## config.mk

```make
export PLATFORM = sky130hd
export DESIGN_NAME = dds_tuning_word_controller
export DESIGN_NICKNAME = d
export VERILOG_FILES = /design/src/rtl/dtw_pkg.sv /design/src/rtl/dds_tuning_word_controller.sv /design/src/rtl/dtw_div.sv
export SDC_FILE = /design/constraint.sdc
export NUM_CORES = 1
export LEC_CHECK = 0
export BUFFER_PORTS_ARGS = -buffer_cell sky130_fd_sc_hd__buf_2
export CORE_MARGIN = 2
export CORE_UTILIZATION = 56
export DETAILED_ROUTE_END_ITERATION = 8
export PLACE_DENSITY = 0.89
export SYNTH_ARGS = -nofsm -noshare
export SYNTH_HDL_FRONTEND = slang
export SYNTH_SLANG_ARGS = --single-unit
```

## constraint.sdc

```tcl
create_clock -name clk_i -period 5.2 [get_ports clk_i]
set_input_delay 0.52 -clock clk_i [delete_from_list [all_inputs] [get_ports clk_i]]
set_output_delay 0.52 -clock clk_i [all_outputs]
set_load 0.02 [all_outputs]
```

## src/rtl/dtw_pkg.sv

```systemverilog
// dtw_pkg: widths, register codes, constants and request types for the
// dds tuning word controller. Used by dtw_div and dds_tuning_word_controller.
// No dependencies.
package dtw_pkg;

  localparam int FREQ_WIDTH     = 34;
  localparam int CLK_WIDTH      = 27;
  localparam int MULT_WIDTH     = 5;
  localparam int DIV_WIDTH      = MULT_WIDTH + CLK_WIDTH;
  localparam int DATA_WIDTH     = 32;
  localparam int ADDR_WIDTH     = 3;
  localparam int CFG_IDX_WIDTH  = 2;
  localparam int CFG_DATA_WIDTH = CLK_WIDTH;

  // dividend is freq followed by the fraction bits and one rounding bit
  localparam int QUOT_WIDTH    = DATA_WIDTH + 1;
  localparam int DVD_WIDTH     = FREQ_WIDTH + QUOT_WIDTH;
  localparam int DIV_STEPS     = DVD_WIDTH;
  localparam int DIV_CNT_WIDTH = $clog2(DIV_STEPS);

  localparam logic [CFG_IDX_WIDTH-1:0] CFG_REF_CLK = 2'd0;
  localparam logic [CFG_IDX_WIDTH-1:0] CFG_RF_OVR  = 2'd1;
  localparam logic [CFG_IDX_WIDTH-1:0] CFG_LO_OVR  = 2'd2;

  localparam logic [ADDR_WIDTH-1:0] REG_PLL = 3'd1;
  localparam logic [ADDR_WIDTH-1:0] REG_FTW = 3'd4;
  localparam logic [2:0]            PLL_CTL = 3'h7;

  localparam logic [FREQ_WIDTH-1:0] BAND_LOW  = FREQ_WIDTH'(64'd600000000);
  localparam logic [FREQ_WIDTH-1:0] BAND_HIGH = FREQ_WIDTH'(64'd850000000);

  localparam logic [MULT_WIDTH-1:0] RF_MULT_BAND = 5'd14;
  localparam logic [MULT_WIDTH-1:0] LO_MULT_BAND = 5'd13;
  localparam logic [MULT_WIDTH-1:0] RF_MULT_DEF  = 5'd20;
  localparam logic [MULT_WIDTH-1:0] LO_MULT_DEF  = 5'd19;

  localparam logic [CLK_WIDTH-1:0] REF_CLK_RST = 27'd36864000;

  typedef struct packed {
    logic                  channel;
    logic [FREQ_WIDTH-1:0] freq_hz;
  } in_req_t;

  typedef struct packed {
    logic                  target_chip;
    logic [ADDR_WIDTH-1:0] reg_addr;
    logic [DATA_WIDTH-1:0] reg_data;
    logic                  last;
  } out_req_t;

endpackage

```

## src/rtl/dds_tuning_word_controller.sv

```systemverilog
// dds_tuning_word_controller: top level, multiplier policy, sequencer,
// output register and the shared divider. Depends on dtw_pkg and dtw_div.
//
//   channel   dir  handshake              payload
//   in        in   in_valid_i/in_stall_o   in_req_i  (channel, freq_hz)
//   out       out  out_valid_o/out_stall_i out_req_o (target_chip, reg_addr,
//                                                     reg_data, last)
//   cfg       in   cfg_we_i                cfg_idx_i, cfg_wdata_i
//
// an item passes through idle, the two pll states, the multiplier, start, the divider
// with its registered done and the tuning word write, the divider retiring one quotient
// bit per cycle over FREQ_WIDTH + 33 steps
// in_stall_o is high from acceptance until the tuning word is loaded
// out_stall_i holds the output register and the sequencer waits on it
// reset gives a 36.864 MHz reference, no overrides, multipliers 20 and 19
module dds_tuning_word_controller
  import dtw_pkg::*;
(
  input  logic                      clk_i,
  input  logic                      rst_ni,
  input  logic                      cfg_we_i,
  input  logic [CFG_IDX_WIDTH-1:0]  cfg_idx_i,
  input  logic [CFG_DATA_WIDTH-1:0] cfg_wdata_i,
  input  logic                      in_valid_i,
  output logic                      in_stall_o,
  input  in_req_t                   in_req_i,
  output logic                      out_valid_o,
  input  logic                      out_stall_i,
  output out_req_t                  out_req_o
);

  localparam logic [2:0] S_IDLE  = 3'd0;
  localparam logic [2:0] S_RF    = 3'd1;
  localparam logic [2:0] S_LO    = 3'd2;
  localparam logic [2:0] S_MUL   = 3'd3;
  localparam logic [2:0] S_START = 3'd4;
  localparam logic [2:0] S_DIV   = 3'd5;
  localparam logic [2:0] S_TW    = 3'd6;

  logic [2:0]            state_q, state_d;
  logic [CLK_WIDTH-1:0]  ref_clk_q;
  logic [MULT_WIDTH-1:0] rf_ovr_q, lo_ovr_q;
  logic [MULT_WIDTH-1:0] rf_mult_q, rf_mult_d;
  logic [MULT_WIDTH-1:0] lo_mult_q, lo_mult_d;
  logic                  rf_chg_q, rf_chg_d;
  logic                  lo_chg_q, lo_chg_d;
  logic                  chan_q, chan_d;
  logic [FREQ_WIDTH-1:0] freq_q, freq_d;
  logic [DIV_WIDTH-1:0]  dsr_q, dsr_d;
  logic                  out_valid_q, out_valid_d;
  out_req_t              out_req_q, out_req_d;

  logic                  in_acc;
  logic                  out_free;
  logic                  auto_mode, force_mode, in_band;
  logic [MULT_WIDTH-1:0] rf_new, lo_new;
  logic [MULT_WIDTH-1:0] sel_mult;
  logic                  div_start, div_done;
  logic [DATA_WIDTH-1:0] div_word;

  assign in_stall_o = (state_q != S_IDLE);
  assign in_acc     = in_valid_i && !in_stall_o;
  assign out_free   = !out_valid_q || !out_stall_i;

  // multiplier policy
  assign auto_mode  = !in_req_i.channel && (rf_ovr_q == '0) && (lo_ovr_q == '0);
  assign force_mode = (rf_ovr_q != '0) && (lo_ovr_q != '0);
  assign in_band    = (in_req_i.freq_hz >= BAND_LOW) && (in_req_i.freq_hz <= BAND_HIGH);

  always_comb begin
    rf_new = rf_mult_q;
    lo_new = lo_mult_q;
    if (auto_mode) begin
      rf_new = in_band ? RF_MULT_BAND : RF_MULT_DEF;
      lo_new = in_band ? LO_MULT_BAND : LO_MULT_DEF;
    end else if (force_mode) begin
      rf_new = rf_ovr_q;
      lo_new = lo_ovr_q;
    end
  end

  assign sel_mult  = chan_q ? lo_mult_q : rf_mult_q;
  assign div_start = (state_q == S_START);

  always_comb begin
    state_d     = state_q;
    rf_mult_d   = rf_mult_q;
    lo_mult_d   = lo_mult_q;
    rf_chg_d    = rf_chg_q;
    lo_chg_d    = lo_chg_q;
    chan_d      = chan_q;
    freq_d      = freq_q;
    dsr_d       = dsr_q;
    out_req_d   = out_req_q;
    out_valid_d = out_valid_q && out_stall_i;
    case (state_q)
      S_IDLE: begin
        if (in_acc) begin
          chan_d    = in_req_i.channel;
          freq_d    = in_req_i.freq_hz;
          rf_chg_d  = (rf_new != rf_mult_q);
          lo_chg_d  = (lo_new != lo_mult_q);
          rf_mult_d = rf_new;
          lo_mult_d = lo_new;
          state_d   = S_RF;
        end
      end
      S_RF: begin
        if (!rf_chg_q) begin
          state_d = S_LO;
        end else if (out_free) begin
          out_valid_d           = 1'b1;
          out_req_d.target_chip = 1'b0;
          out_req_d.reg_addr    = REG_PLL;
          out_req_d.reg_data    = DATA_WIDTH'({rf_mult_q, PLL_CTL});
          out_req_d.last        = 1'b0;
          state_d               = S_LO;
        end
      end
      S_LO: begin
        if (!lo_chg_q) begin
          state_d = S_MUL;
        end else if (out_free) begin
          out_valid_d           = 1'b1;
          out_req_d.target_chip = 1'b1;
          out_req_d.reg_addr    = REG_PLL;
          out_req_d.reg_data    = DATA_WIDTH'({lo_mult_q, PLL_CTL});
          out_req_d.last        = 1'b0;
          state_d               = S_MUL;
        end
      end
      S_MUL: begin
        dsr_d   = DIV_WIDTH'(sel_mult) * DIV_WIDTH'(ref_clk_q);
        state_d = S_START;
      end
      S_START: begin
        state_d = S_DIV;
      end
      S_DIV: begin
        if (div_done) begin
          state_d = S_TW;
        end
      end
      S_TW: begin
        if (out_free) begin
          out_valid_d           = 1'b1;
          out_req_d.target_chip = chan_q;
          out_req_d.reg_addr    = REG_FTW;
          out_req_d.reg_data    = div_word;
          out_req_d.last        = 1'b1;
          state_d               = S_IDLE;
        end
      end
      default: begin
        state_d = S_IDLE;
      end
    endcase
  end

  always_ff @(posedge clk_i or negedge rst_ni) begin
    if (!rst_ni) begin
      state_q     <= S_IDLE;
      ref_clk_q   <= REF_CLK_RST;
      rf_ovr_q    <= '0;
      lo_ovr_q    <= '0;
      rf_mult_q   <= RF_MULT_DEF;
      lo_mult_q   <= LO_MULT_DEF;
      rf_chg_q    <= 1'b0;
      lo_chg_q    <= 1'b0;
      out_valid_q <= 1'b0;
    end else begin
      state_q     <= state_d;
      rf_mult_q   <= rf_mult_d;
      lo_mult_q   <= lo_mult_d;
      rf_chg_q    <= rf_chg_d;
      lo_chg_q    <= lo_chg_d;
      out_valid_q <= out_valid_d;
      if (cfg_we_i) begin
        case (cfg_idx_i)
          CFG_REF_CLK: ref_clk_q <= cfg_wdata_i;
          CFG_RF_OVR:  rf_ovr_q  <= cfg_wdata_i[MULT_WIDTH-1:0];
          CFG_LO_OVR:  lo_ovr_q  <= cfg_wdata_i[MULT_WIDTH-1:0];
          default: begin
          end
        endcase
      end
    end
  end

  always_ff @(posedge clk_i) begin
    chan_q    <= chan_d;
    freq_q    <= freq_d;
    dsr_q     <= dsr_d;
    out_req_q <= out_req_d;
  end

  dtw_div u_div (
    .clk_i     (clk_i),
    .rst_ni    (rst_ni),
    .start_i   (div_start),
    .freq_i    (freq_q),
    .divisor_i (dsr_q),
    .done_o    (div_done),
    .word_o    (div_word)
  );

  assign out_valid_o = out_valid_q;
  assign out_req_o   = out_req_q;

  a_done_in_div: assert property (@(posedge clk_i) disable iff (!rst_ni)
    div_done |-> state_q == S_DIV)
    else $error("divider done outside of divide state");

  a_pll_format: assert property (@(posedge clk_i) disable iff (!rst_ni)
    out_valid_o && out_req_o.reg_addr == REG_PLL
      |-> out_req_o.reg_data[2:0] == PLL_CTL && !out_req_o.last)
    else $error("malformed pll control request");

  a_mult_nonzero: assert property (@(posedge clk_i) disable iff (!rst_ni)
    rf_mult_q != '0 && lo_mult_q != '0)
    else $error("pll multiplier is zero");

  a_accept_starts: assert property (@(posedge clk_i) disable iff (!rst_ni)
    in_acc |=> state_q == S_RF)
    else $error("accepted request did not start sequencer");

endmodule

```

## src/rtl/dtw_div.sv

```systemverilog
// dtw_div: shared restoring divider, one quotient bit per cycle.
// Produces round(frac(freq / divisor) * 2^32) wrapped to 32 bits, or zero for a zero divisor.
// Depends on dtw_pkg.
module dtw_div
  import dtw_pkg::*;
(
  input  logic                  clk_i,
  input  logic                  rst_ni,
  input  logic                  start_i,
  input  logic [FREQ_WIDTH-1:0] freq_i,
  input  logic [DIV_WIDTH-1:0]  divisor_i,
  output logic                  done_o,
  output logic [DATA_WIDTH-1:0] word_o
);

  logic                     busy_q, busy_d;
  logic                     done_q, done_d;
  logic [DIV_CNT_WIDTH-1:0] cnt_q, cnt_d;
  logic [DVD_WIDTH-1:0]     dvd_q, dvd_d;
  logic [DIV_WIDTH-1:0]     dsr_q, dsr_d;
  logic [DIV_WIDTH-1:0]     rem_q, rem_d;
  logic [QUOT_WIDTH-1:0]    quot_q, quot_d;

  logic [DIV_WIDTH:0] trial;
  logic [DIV_WIDTH:0] diff;
  logic               ge;

  assign trial = {rem_q, dvd_q[DVD_WIDTH-1]};
  assign ge    = trial >= {1'b0, dsr_q};
  assign diff  = trial - {1'b0, dsr_q};

  always_comb begin
    busy_d = busy_q;
    done_d = 1'b0;
    cnt_d  = cnt_q;
    dvd_d  = dvd_q;
    dsr_d  = dsr_q;
    rem_d  = rem_q;
    quot_d = quot_q;
    if (start_i) begin
      busy_d = 1'b1;
      cnt_d  = '0;
      dvd_d  = {freq_i, {QUOT_WIDTH{1'b0}}};
      dsr_d  = divisor_i;
      rem_d  = '0;
      quot_d = '0;
    end else if (busy_q) begin
      dvd_d  = {dvd_q[DVD_WIDTH-2:0], 1'b0};
      rem_d  = ge ? diff[DIV_WIDTH-1:0] : trial[DIV_WIDTH-1:0];
      quot_d = {quot_q[QUOT_WIDTH-2:0], ge};
      cnt_d  = cnt_q + 1'b1;
      if (cnt_q == DIV_CNT_WIDTH'(DIV_STEPS - 1)) begin
        busy_d = 1'b0;
        done_d = 1'b1;
      end
    end
  end

  always_ff @(posedge clk_i or negedge rst_ni) begin
    if (!rst_ni) begin
      busy_q <= 1'b0;
      done_q <= 1'b0;
      cnt_q  <= '0;
    end else begin
      busy_q <= busy_d;
      done_q <= done_d;
      cnt_q  <= cnt_d;
    end
  end

  always_ff @(posedge clk_i) begin
    dvd_q  <= dvd_d;
    dsr_q  <= dsr_d;
    rem_q  <= rem_d;
    quot_q <= quot_d;
  end

  // last quotient bit is the rounding bit
  assign done_o = done_q;
  assign word_o = (dsr_q == '0) ? '0
                : quot_q[QUOT_WIDTH-1:1] + DATA_WIDTH'(quot_q[0]);

endmodule

```

Yosys cells after proc, flatten, opt, wreduce, memory -nomap -nowiden. Cells that the tools add are included.

Flip-flop bits (word level): 297. Input port bits: 69. Word-level logic and storage cells: 114.

Add/subtract/negate cells: 3. Multiply operators: 1. Order comparisons: 3. Equal/unequal tests: 20. Muxes and demuxes: 37. Reduce and logical (&&, ||, !) cells: 27.

Operator list (number): $mux W37 (5); $mux W67 (2); $pmux W37 S3 (1); $mux W32 (2); $mux W5 (7); $ge A34 B30 Y1 const B (1); $le A34 B30 Y1 const B (1); $ge A33 B32 Y1 (1); $add A32 B1 Y32 (1); $logic_not A32 Y1 (1); $mul A5 B27 Y32 (1); $sub A32 B32 Y32 (1); $mux W3 (7); $pmux W3 S7 (1); $mux W7 (2); $ne A2 B2 Y1 const B (6); $logic_not A5 Y1 (2); $ne A5 B5 Y1 (2); $reduce_bool A5 Y1 (2); $eq A3 B3 Y1 const B (3); $mux W1 (9); $reduce_and A2 Y1 (4); $add A7 B1 Y7 const B (1); $eq A7 B7 Y1 const B (1); 16 further kinds (27).

Longest topological paths before layout. Gate-level depths: netlist of run 1.

Depth in word-level cells: 5. Gate-level depth with buffers: 22. Gate-level depth less buffers: 19.

By module. Synthesis of run 1 repeated with hierarchy kept, for this count alone.

Cell total of the unflattened synthesis: 1787. Area, all modules: 18432.7 sq um.

By module, submodules not included: dds_tuning_word_controller (instances 1, cells each 932, area each 10339.9 sq um, seq. area each 4401.7 sq um); dtw_div (instances 1, cells each 855, area each 8092.8 sq um, seq. area each 3508.4 sq um).

Worst setup path before layout of run 1. No wires, ideal clock.

Path kind: reg-to-reg. Start: register chan_q. End: register dsr_q[31], data pin. Library setup time: 0.258 ns. Arrival: 4.861 ns. Setup slack: 0.081 ns. Cell stages (with the launch flop): 19. Path buffers: 2. Cell sequence: edfxtp_1 > clkbuf_1 > mux2_2 > clkbuf_1 > and2_1 > fa_1 > fa_1 > inv_1 > fa_1 > inv_1 > ha_1 > o21a_1 > o21ai_0 > a221oi_1 > o31ai_1 > o211a_1 > o21bai_1 > a21oi_1 > xnor2_1.

Cells in the longest elaborated chain, start to end: 2.

RTL lines: start: declaration (RTL line dds_tuning_word_controller.sv:47) `logic chan_q, chan_d;`; start signal: assignment (RTL line dds_tuning_word_controller.sv:191) `chan_q <= chan_d;`; $mux W5 (RTL line dds_tuning_word_controller.sv:82) `assign sel_mult = chan_q ? lo_mult_q : rf_mult_q;`; $mul A5 B27 Y32 (RTL line dds_tuning_word_controller.sv:133) `dsr_d = DIV_WIDTH'(sel_mult) * DIV_WIDTH'(ref_clk_q);`; end signal: assignment (RTL line dds_tuning_word_controller.sv:193) `dsr_q <= dsr_d;`; end: declaration (RTL line dds_tuning_word_controller.sv:49) `logic [DIV_WIDTH-1:0] dsr_q, dsr_d;`.

Every way passes these cells. A chain may end at the register's enable or synchronous reset.

Worst setup path after layout of run 1. Same ends and word-level chain as after synthesis.

==> impl_metrics.yaml, run 1 <==
worst_setup_path:
  critPathRequiredTime_ns: 5.53
  end_kind: "flop"
  crit_path_start_kind: "flop"
  reg2reg_depth: 22
  criticalPathCategory: "reg -> reg"
  worstPathMaxFanout: 13
  crit_arrival_ns: 5.44
clock_network:
  cts_buffer_depth: 3
  clock_sinks: 295
  cts_tree: "yes"
  clkLatencyLatePin_ns: 0.58
  cts-root-buf: "clkbuf_16"
  clk_pin_slew_ns: 0.06
  cts.htree.levels: 1
  cts_buffers: 31
route:
  post_drt_wl_per_cell_um: 17.36
  first_iter_violations: 1049
  drc: 0
  vias_per_cell: 5.875
  ant_nets: 0
  vias: 13535
  wirelength_um: 39990
  dr.pass1.iters: 5
placed_design:
  dp_hpwl_um: 27390
  port_buffers: 106
  place.gp.congestion: 0.9743
timing:
  fmax_mhz: 195.7
  clock_skew_ns: 0.01312
  hold_viol: 0
  fin_hold_ws_ns: 0.08959
  worst-slew-pin-transition_ns: 1.249
  setup_viol: 0
  slew_violations: 0
  finalCritPeriodShare: 0.9825
  slew_headroom: 0.1656
  min_period_ns: 5.109
finish:
  nets: 2098
  layout-drive-gt1-share: 0.1477
  diodes: 0
  synthToLayoutAreaGrowth_pct: 12.22
floorplanning:
  core_sq_um: 31560
  dieArea_sq_um: 33540
  rows: 65
  initial_core_util: 0.5696
  die_h_um: 183.2
  die_w_um: 183.2
  io_pins: 108
synth:
  synth_edf_count: 168
  ys_types: 85
  async_reset_ff_frac: 0.2102
  ys_ff_latch: 295
  syn_avg_cell_area_sq_um: 10.11
  ys.flop_type: "edfxtp_1"
  yosysTopAreaCell: "edfxtp_1"
  synthesis.nets: 1998
  yosysSeqAreaShare: 0.4401
  syn-cell-area_sq_um: 17970
  syn_inst: 1777
  ys_top_cells_by_area: "edfxtp_1 28%, fa_1 8.5%, dfrtp_1 7.2%"
  synth_top_area_frac: 0.2807
  yosysWarnings: 0
job:
  cap_viol_max_count: 0
global_routing:
  grt_pass1_wl_um: 63420
  overflow: 0
  antenna_found_initial: 0
  grt_pass1_vias: 13201
  grt_max_degree: 63
  grtUsageTotal: 0.2291
hold_path:
  hold_path.class: "in -> async"
run_status:
  status: "completed"
==> registers in the layout, summed over array words and instances, names as in the netlist, 3 cells and up <==
| register | count |
|---|---|
| dsr_q | 32 |
| freq_q | 34 |
| lo_mult_q | 5 |
| lo_ovr_q | 5 |
| out_req_o | 35 |
| ref_clk_q | 27 |
| rf_mult_q | 5 |
| rf_ovr_q | 5 |
| state_q | 3 |
| u_div.cnt_q | 7 |
| u_div.dsr_q | 32 |
| u_div.dvd_q | 34 |
| u_div.quot_q | 33 |
| u_div.rem_q | 32 |
==> placed cells by master (no fill, tap or decap), types with 14 or more instances in the layout <==
cell,synthesis,routed
dfxtp_1,65,65
mux2i_1,43,42
fa_1,76,76
nor4_1,15,15
a21o_1,33,33
nor3_1,21,19
and3_1,14,14
nor2_1,124,124
inv_1,151,151
a21oi_1,117,113
xnor2_1,42,42
edfxtp_1,168,168
a211oi_1,16,15
buf_4,5,25
dfrtp_1,52,51
mux2_2,40,38
clkbuf_16,0,34
nor2b_1,35,35
buf_2,9,106
xor2_1,37,37
nand2_1,206,205
nand3_1,30,30
and2_1,83,83
o21ai_0,81,77
nand4_1,20,20
ha_1,76,69
==> worst paths after layout <==
check | from | to | slack (ns)
max | chan_q | dsr_q[31] | 0.09
min | rst_ni | ref_clk_q[23] | 0.09
max reg2reg | chan_q | dsr_q[31] | 0.09
min reg2reg | dsr_q[12] | u_div.dsr_q[12] | 0.41
max in group asynchronous | rst_ni | u_div.busy_q | 4.50
min in group clk_i | in_req_i[0] | freq_q[0] | 0.14
==> logic make-up after synthesis <==
family | synth area share
AOI/OAI and AO/OA | 0.1265
xor gates and xnor gates | 0.03850
adders and majority gates | 0.1376
buffers and inverters | 0.04873
DFF | 0.4401
muxes | 0.04901
other | 0.0002086
and+or+nand+nor | 0.1594
==> area by class of cell <==
class	instances	area, sq um
Multi-Input combinational cell	1261	9363
Fill cell	2355	11390
Clock inverter	20	180.2
Inverter	153	575.6
Tap cell	402	503.0
Clock buffer	38	844.6
Sequential cell	295	7914
Timing Repair Buffer	135	789.5
==> synthesized netlist by cell type (all sizes together), types with 9 or more instances <==
library cell,instances
fa,76
nand2b,9
a21oi,117
xnor2,42
edfxtp,168
inv,152
a21o,33
mux2i,43
nand2,207
nor2,124
a31oi,13
clkbuf,48
o21a,11
xor2,37
o21ai,84
o21bai,13
nor3,21
nand4,20
buf,22
a211oi,16
nor2b,35
and3,14
and2,83
nor4,16
ha,76
dfrtp,52
dfstp,10
mux2,40
dfxtp,65
nand3,31
==> what timing repair did <==
item,CTS,global route
endpoints found under the setup margin,0,9
hold buffers,0,0
setup buffers,0,6
gates resized for setup,0,33
==> routing by layer <==
metal,vias up,routed length (um),GRT usage,part of all wire
li1,6375,-,-,-
met1,6549,16100,0.2902,0.40
met2,494,19800,0.4033,0.50
met3,117,2405,0.02720,0.060
met4,0,1687,0.08864,0.042
met5,-,0,0,0
==> per-stage QoR <==
| stage | utilization | worst slack, ns | cell area [sq um] | instances | TNS [ns] |
|---|---|---|---|---|---|
| floorplan | - | 0.08128 | 17970 | 1777 | 0 |
| global placement | 0.5990 | 0.2032 | 18900 | 2236 | 0 |
| detailed placement | 0.5990 | 0.02695 | 18900 | 2236 | 0 |
| CTS | 0.6315 | 0.002591 | 19930 | 2294 | 0 |
| global route | 0.6392 | -0.1491 | 20170 | 2304 | -0.4063 |
| finish | 0.6392 | 0.09081 | 20170 | 2304 | 0 |
==> worst max-delay path: stages, from the launching register on <==
cell	delay (ns)
edfxtp_1	0.50
buf_6	0.18
nand2_1	0.09
o21ai_4	0.09
buf_12	0.14
buf_4	0.18
and2_1	0.18
fa_1	0.41
fa_1	0.52
inv_1	0.05
fa_1	0.52
inv_1	0.04
ha_1	0.33
a211oi_2	0.25
o21ai_1	0.13
a21oi_2	0.20
a21oi_2	0.10
o31ai_1	0.23
buf_4	0.17
o211a_1	0.19
o21bai_1	0.09
a21oi_1	0.18
xnor2_1	0.08
Power of run 1 is not shown: default switching activity piles up to over one toggle a cycle in this logic, so the estimate is an artifact.
==> run 2, diff against run 1 <==
- PLACE_DENSITY: 0.89 -> 0.77
==> run 2 against run 1 <==
- maximum frequency is 1.7% higher
- first-iteration DRC count is 24% lower
- hold slack better by 0.011 ns
- global-route usage hardly changed
- sequential share of layout area is 0.10 points lower
- flip-flop and latch count stayed put
- die area stayed put
- critical path type unchanged
- register-to-register slack better by 0.09 ns
- core utilization is 0.17 points higher
- via count is 3.8% lower
- clock skew is 0.0016 ns higher
- critical endpoint unchanged
==> impl_metrics.yaml, run 2 (synthesized netlist as in run 1, its figures left out) <==
finish:
  layout_commonest_cell: "nand2_1"
  layout_common_cells: "205 x nand2_1, 168 x edfxtp_1, 151 x inv_1"
  layout-drive-gt1-share: 0.1486
  nets: 2101
  diodes: 0
  synthToLayoutAreaGrowth_pct: 12.51
  largest_register_ffs: 35
clock_network:
  cts_buffer_depth: 3
  cts-root-buf: "clkbuf_16"
  cts.htree.levels: 1
  clock_sinks: 295
  clkLatencyLatePin_ns: 0.58
  cts_buffers: 31
  cts_tree: "yes"
  clk_pin_slew_ns: 0.06
hold_path:
  hold_path.class: "in -> async"
route:
  dr.pass1.iters: 5
  vias: 13014
  ant_nets: 0
  wirelength_um: 38110
  drc: 0
  vias_per_cell: 5.641
  post_drt_wl_per_cell_um: 16.52
  first_iter_violations: 800
global_routing:
  grt_max_degree: 79
  grt_pass1_vias: 12928
  grtUsageTotal: 0.2286
  antenna_found_initial: 0
  grt_pass1_wl_um: 63390
  use_met1: 0.3197
  top_usage_layer: "met2"
  overflow: 0
  grt.met3_usage: 0.02562
  grt_util_met2: 0.3815
placed_design:
  dp_hpwl_um: 26890
  place.gp.congestion: 0.9062
  port_buffers: 106
  preCtsSetupSlack_ns: 0.07471
run_status:
  status: "completed"
timing:
  fin_hold_ws_ns: 0.1008
  hold_viol: 0
  setup_viol: 0
  finalCritPeriodShare: 0.9660
  worst-slew-pin-transition_ns: 1.117
  fmax_mhz: 199.1
  clock_skew_ns: 0.01469
  min_period_ns: 5.023
  fin_ws_ns: 0.1768
  slew_violations: 0
  slew_headroom: 0.2556
floorplanning:
  initial_core_util: 0.5696
  dieArea_sq_um: 33540
  rows: 65
  core_sq_um: 31560
  io_pins: 108
  die_h_um: 183.2
  die_w_um: 183.2
worst_setup_path:
  crit_arrival_ns: 5.35
  worstPathMaxFanout: 7
  crit_path_start_kind: "flop"
  critPathRequiredTime_ns: 5.52
  criticalPathCategory: "reg -> reg"
  end_kind: "flop"
job:
  cap_viol_max_count: 0
[run 2: cell count changes in the layout (fill, tap and decap cells not counted), sizes merged]
cell,delta
clkinv,-2
bufinv,+2
clkbuf,+3
buf,+5
mux2,-2
clkinvlp,-2
inv,-1
[run 2: through the flow]
step	area (sq um)	TNS, ns	cells	util
after floorplan	17970	0	1777	-
after global placement	18960	0	2243	0.6007
after detailed placement	18960	0	2243	0.6007
after CTS	20010	0	2301	0.6340
after global routing	20220	-0.1636	2307	0.6408
final	20220	0	2307	0.6408
[run 2: repair_timing]
item / in CTS / in global routing
hold buffers: 0 / 0
endpoints found under the setup margin: 0 / 7
gates resized for setup: 0 / 34
setup buffers: 0 / 4
endpoints found under the hold margin: 0 / 0
[run 2: path summary, 6_finish.rpt]
kind                                    from        endpoint  slack (ns)  cells after the start
worst max-delay path            rf_mult_q[2]       dsr_q[31]        0.18                     20
worst min register to register      dsr_q[1]  u_div.dsr_q[1]        0.41                      0
worst max register to register  rf_mult_q[2]       dsr_q[31]        0.18                     20
max in group asynchronous             rst_ni    u_div.busy_q        4.48                      2
worst min-delay path                  rst_ni   ref_clk_q[24]        0.10                      2
min in group clk_i               in_req_i[6]       freq_q[6]        0.13                      1
[run 2: critical path, cell delays in order (launching register included)]
cell and delay, ns:
dfstp_2 0.55, inv_1 0.08, o21ai_4 0.30, clkbuf_16 0.22, and2_1 0.14, fa_1 0.44, fa_1 0.55, inv_1 0.05
fa_1 0.53, inv_1 0.04, ha_1 0.32, o21a_1 0.16, o21ai_1 0.09, a221oi_2 0.33, a31o_2 0.16, o31ai_2 0.06
buf_4 0.15, o211a_1 0.24, o21bai_1 0.14, a21oi_1 0.09, xnor2_1 0.12
[run 2: metal layers]
metal	up-vias	part of all wire	wire [um]
li1	6378	-	-
met1	6245	0.46	17460
met2	320	0.47	18050
met3	71	0.040	1507
met4	0	0.029	1088
met5	-	0	0
[run 2: final cells by class]
type / count / area, sq um
Multi-Input combinational cell: 1259 / 9364
Clock inverter: 17 / 207.7
Sequential cell: 295 / 7914
Tap cell: 402 / 503.0
Inverter: 153 / 575.6
Clock buffer: 41 / 843.3
Fill cell: 2448 / 11330
Timing Repair Buffer: 140 / 814.5
Power of run 2 is left out for the same reason.
==> run 3, diff against run 2 <==
- ABC_AREA: unset -> 0
- CORE_MARGIN: 2 -> 3
==> run 3 against run 2 <==
- via count rose by 1.3%
- global-route usage fell by 0.25 points
- hold slack improved by 0.046 ns
- register-to-register slack improved by 0.04 ns
- non-clock buffer count fell by 6
- cell area fell by 0.46%
- critical endpoint is now dsr_q[30]
==> impl_metrics.yaml, run 3 (synthesized netlist as in run 1, its figures left out) <==
route:
  post_drt_wl_per_cell_um: 16.60
  vias_per_cell: 5.734
  first_iter_violations: 882
  drc: 0
  ant_nets: 0
  vias: 13177
  wirelength_um: 38150
  dr.pass1.iters: 7
global_routing:
  grt_pass1_vias: 12989
  grtUsageTotal: 0.2261
  antenna_found_initial: 0
  grt_max_degree: 78
  grt_pass1_wl_um: 63680
  overflow: 0
timing:
  setup_viol: 0
  hold_viol: 0
  clock_skew_ns: 0.01438
  slew_headroom: 0.2584
  slew_violations: 0
  min_period_ns: 4.985
  finalCritPeriodShare: 0.9586
  fmax_mhz: 200.6
  worst-slew-pin-transition_ns: 1.112
floorplanning:
  core_sq_um: 31070
  die_h_um: 185.2
  initial_core_util: 0.5785
  dieArea_sq_um: 34280
  io_pins: 108
  rows: 64
  die_w_um: 185.2
placed_design:
  place.gp.congestion: 0.9129
  port_buffers: 106
  dp_hpwl_um: 27430
finish:
  fin_util: 0.6479
  nets: 2098
  layout_common_cells: "205 x nand2_1, 168 x edfxtp_1, 151 x inv_1"
  largest_register_ffs: 35
  diodes: 0
  layout-drive-gt1-share: 0.1451
  synthToLayoutAreaGrowth_pct: 11.99
  layout_commonest_cell: "nand2_1"
worst_setup_path:
  timing.rr.start: "chan_q"
  criticalPathCategory: "reg -> reg"
  r2r-end: "dsr_q[30]"
  crit_arrival_ns: 5.25
  crit_end: "dsr_q[30]"
  setup.worst_path.start: "chan_q"
  end_kind: "flop"
  critPathRequiredTime_ns: 5.47
  reg2reg_depth: 21
  crit_path_start_kind: "flop"
  worstPathMaxFanout: 14
  rrSetupSlack_ns: 0.22
clock_network:
  cts_tree: "yes"
  clkLatencyLatePin_ns: 0.53
  clock_sinks: 295
  cts_hold_buffers: 0
  cts.htree.levels: 2
  clk_pin_slew_ns: 0.06
  cts_buffers: 34
  cts_buffer_depth: 3
  cts-root-buf: "clkbuf_16"
run_status:
  status: "completed"
hold_path:
  hold_path.class: "in -> async"
job:
  cap_viol_max_count: 0
==> run 3: layout make-up <==
| class | count | area, sq um |
|---|---|---|
| Clock buffer | 40 | 903.4 |
| Clock inverter | 21 | 200.2 |
| Fill cell | 2435 | 10940 |
| Inverter | 153 | 575.6 |
| Multi-Input combinational cell | 1259 | 9296 |
| Sequential cell | 295 | 7914 |
| Tap cell | 396 | 495.5 |
| Timing Repair Buffer | 134 | 744.5 |
==> run 3: timing repair <==
| action | CTS | global route |
|---|---|---|
| gates resized for setup | 0 | 20 |
| setup endpoints to repair | 0 | 6 |
| setup buffers | 0 | 0 |
==> run 3: worst min path at each step <==
| stage | slack, ns | endpoint | cells after the start | start |
|---|---|---|---|---|
| global placement | 0.40 | u_div.dsr_q[26] | 0 | dsr_q[26] |
| finish | 0.15 | ref_clk_q[19] | 2 | rst_ni |
| global route | 0.16 | freq_q[6] | 1 | in_req_i[6] |
| detailed placement | 0.40 | u_div.dsr_q[12] | 0 | dsr_q[12] |
| floorplan | 0.22 | lo_chg_q | 0 | rst_ni |
| CTS | 0.16 | freq_q[6] | 1 | in_req_i[6] |
==> run 3: worst max-delay path, cell delays in order, from the launching register on <==
cell and delay, ns:
edfxtp_1 0.44, buf_4 0.20, nand2_1 0.10, o21ai_4 0.08
buf_6 0.15, and2_1 0.17, fa_1 0.47, fa_1 0.55
inv_1 0.06, fa_1 0.53, inv_1 0.05, ha_1 0.37
o21ai_0 0.12, o21bai_1 0.23, o21ai_1 0.12, a211oi_1 0.23
buf_4 0.17, a32o_1 0.22, o211ai_1 0.11, nand2b_1 0.12
a31oi_1 0.10, xnor2_1 0.13
==> run 3: metrics by stage <==
step           setup TNS [ns]  setup slack, ns  area (sq um)  cells  hold slack, ns
3_5_place_dp                0           0.1355         18940   2236          0.4045
3_3_place_gp                0           0.2210         18940   2236          0.4017
5_1_grt              -0.01964         -0.01872         20130   2298          0.1645
2_1_floorplan               0          0.08128         17970   1777          0.2244
4_1_cts                     0          0.07825         20040   2297          0.1644
6_report                    0           0.2151         20130   2298          0.1467
==> run 3: per-layer routing <==
layer / vias up / wire [um] / track usage
li1: 6370 / - / -
met1: 6383 / 16800 / 0.3117
met2: 367 / 18660 / 0.3839
met3: 57 / 1953 / 0.02671
met4: 0 / 737 / 0.05882
met5: - / 0 / 0
Power of run 3 is left out for the same reason.
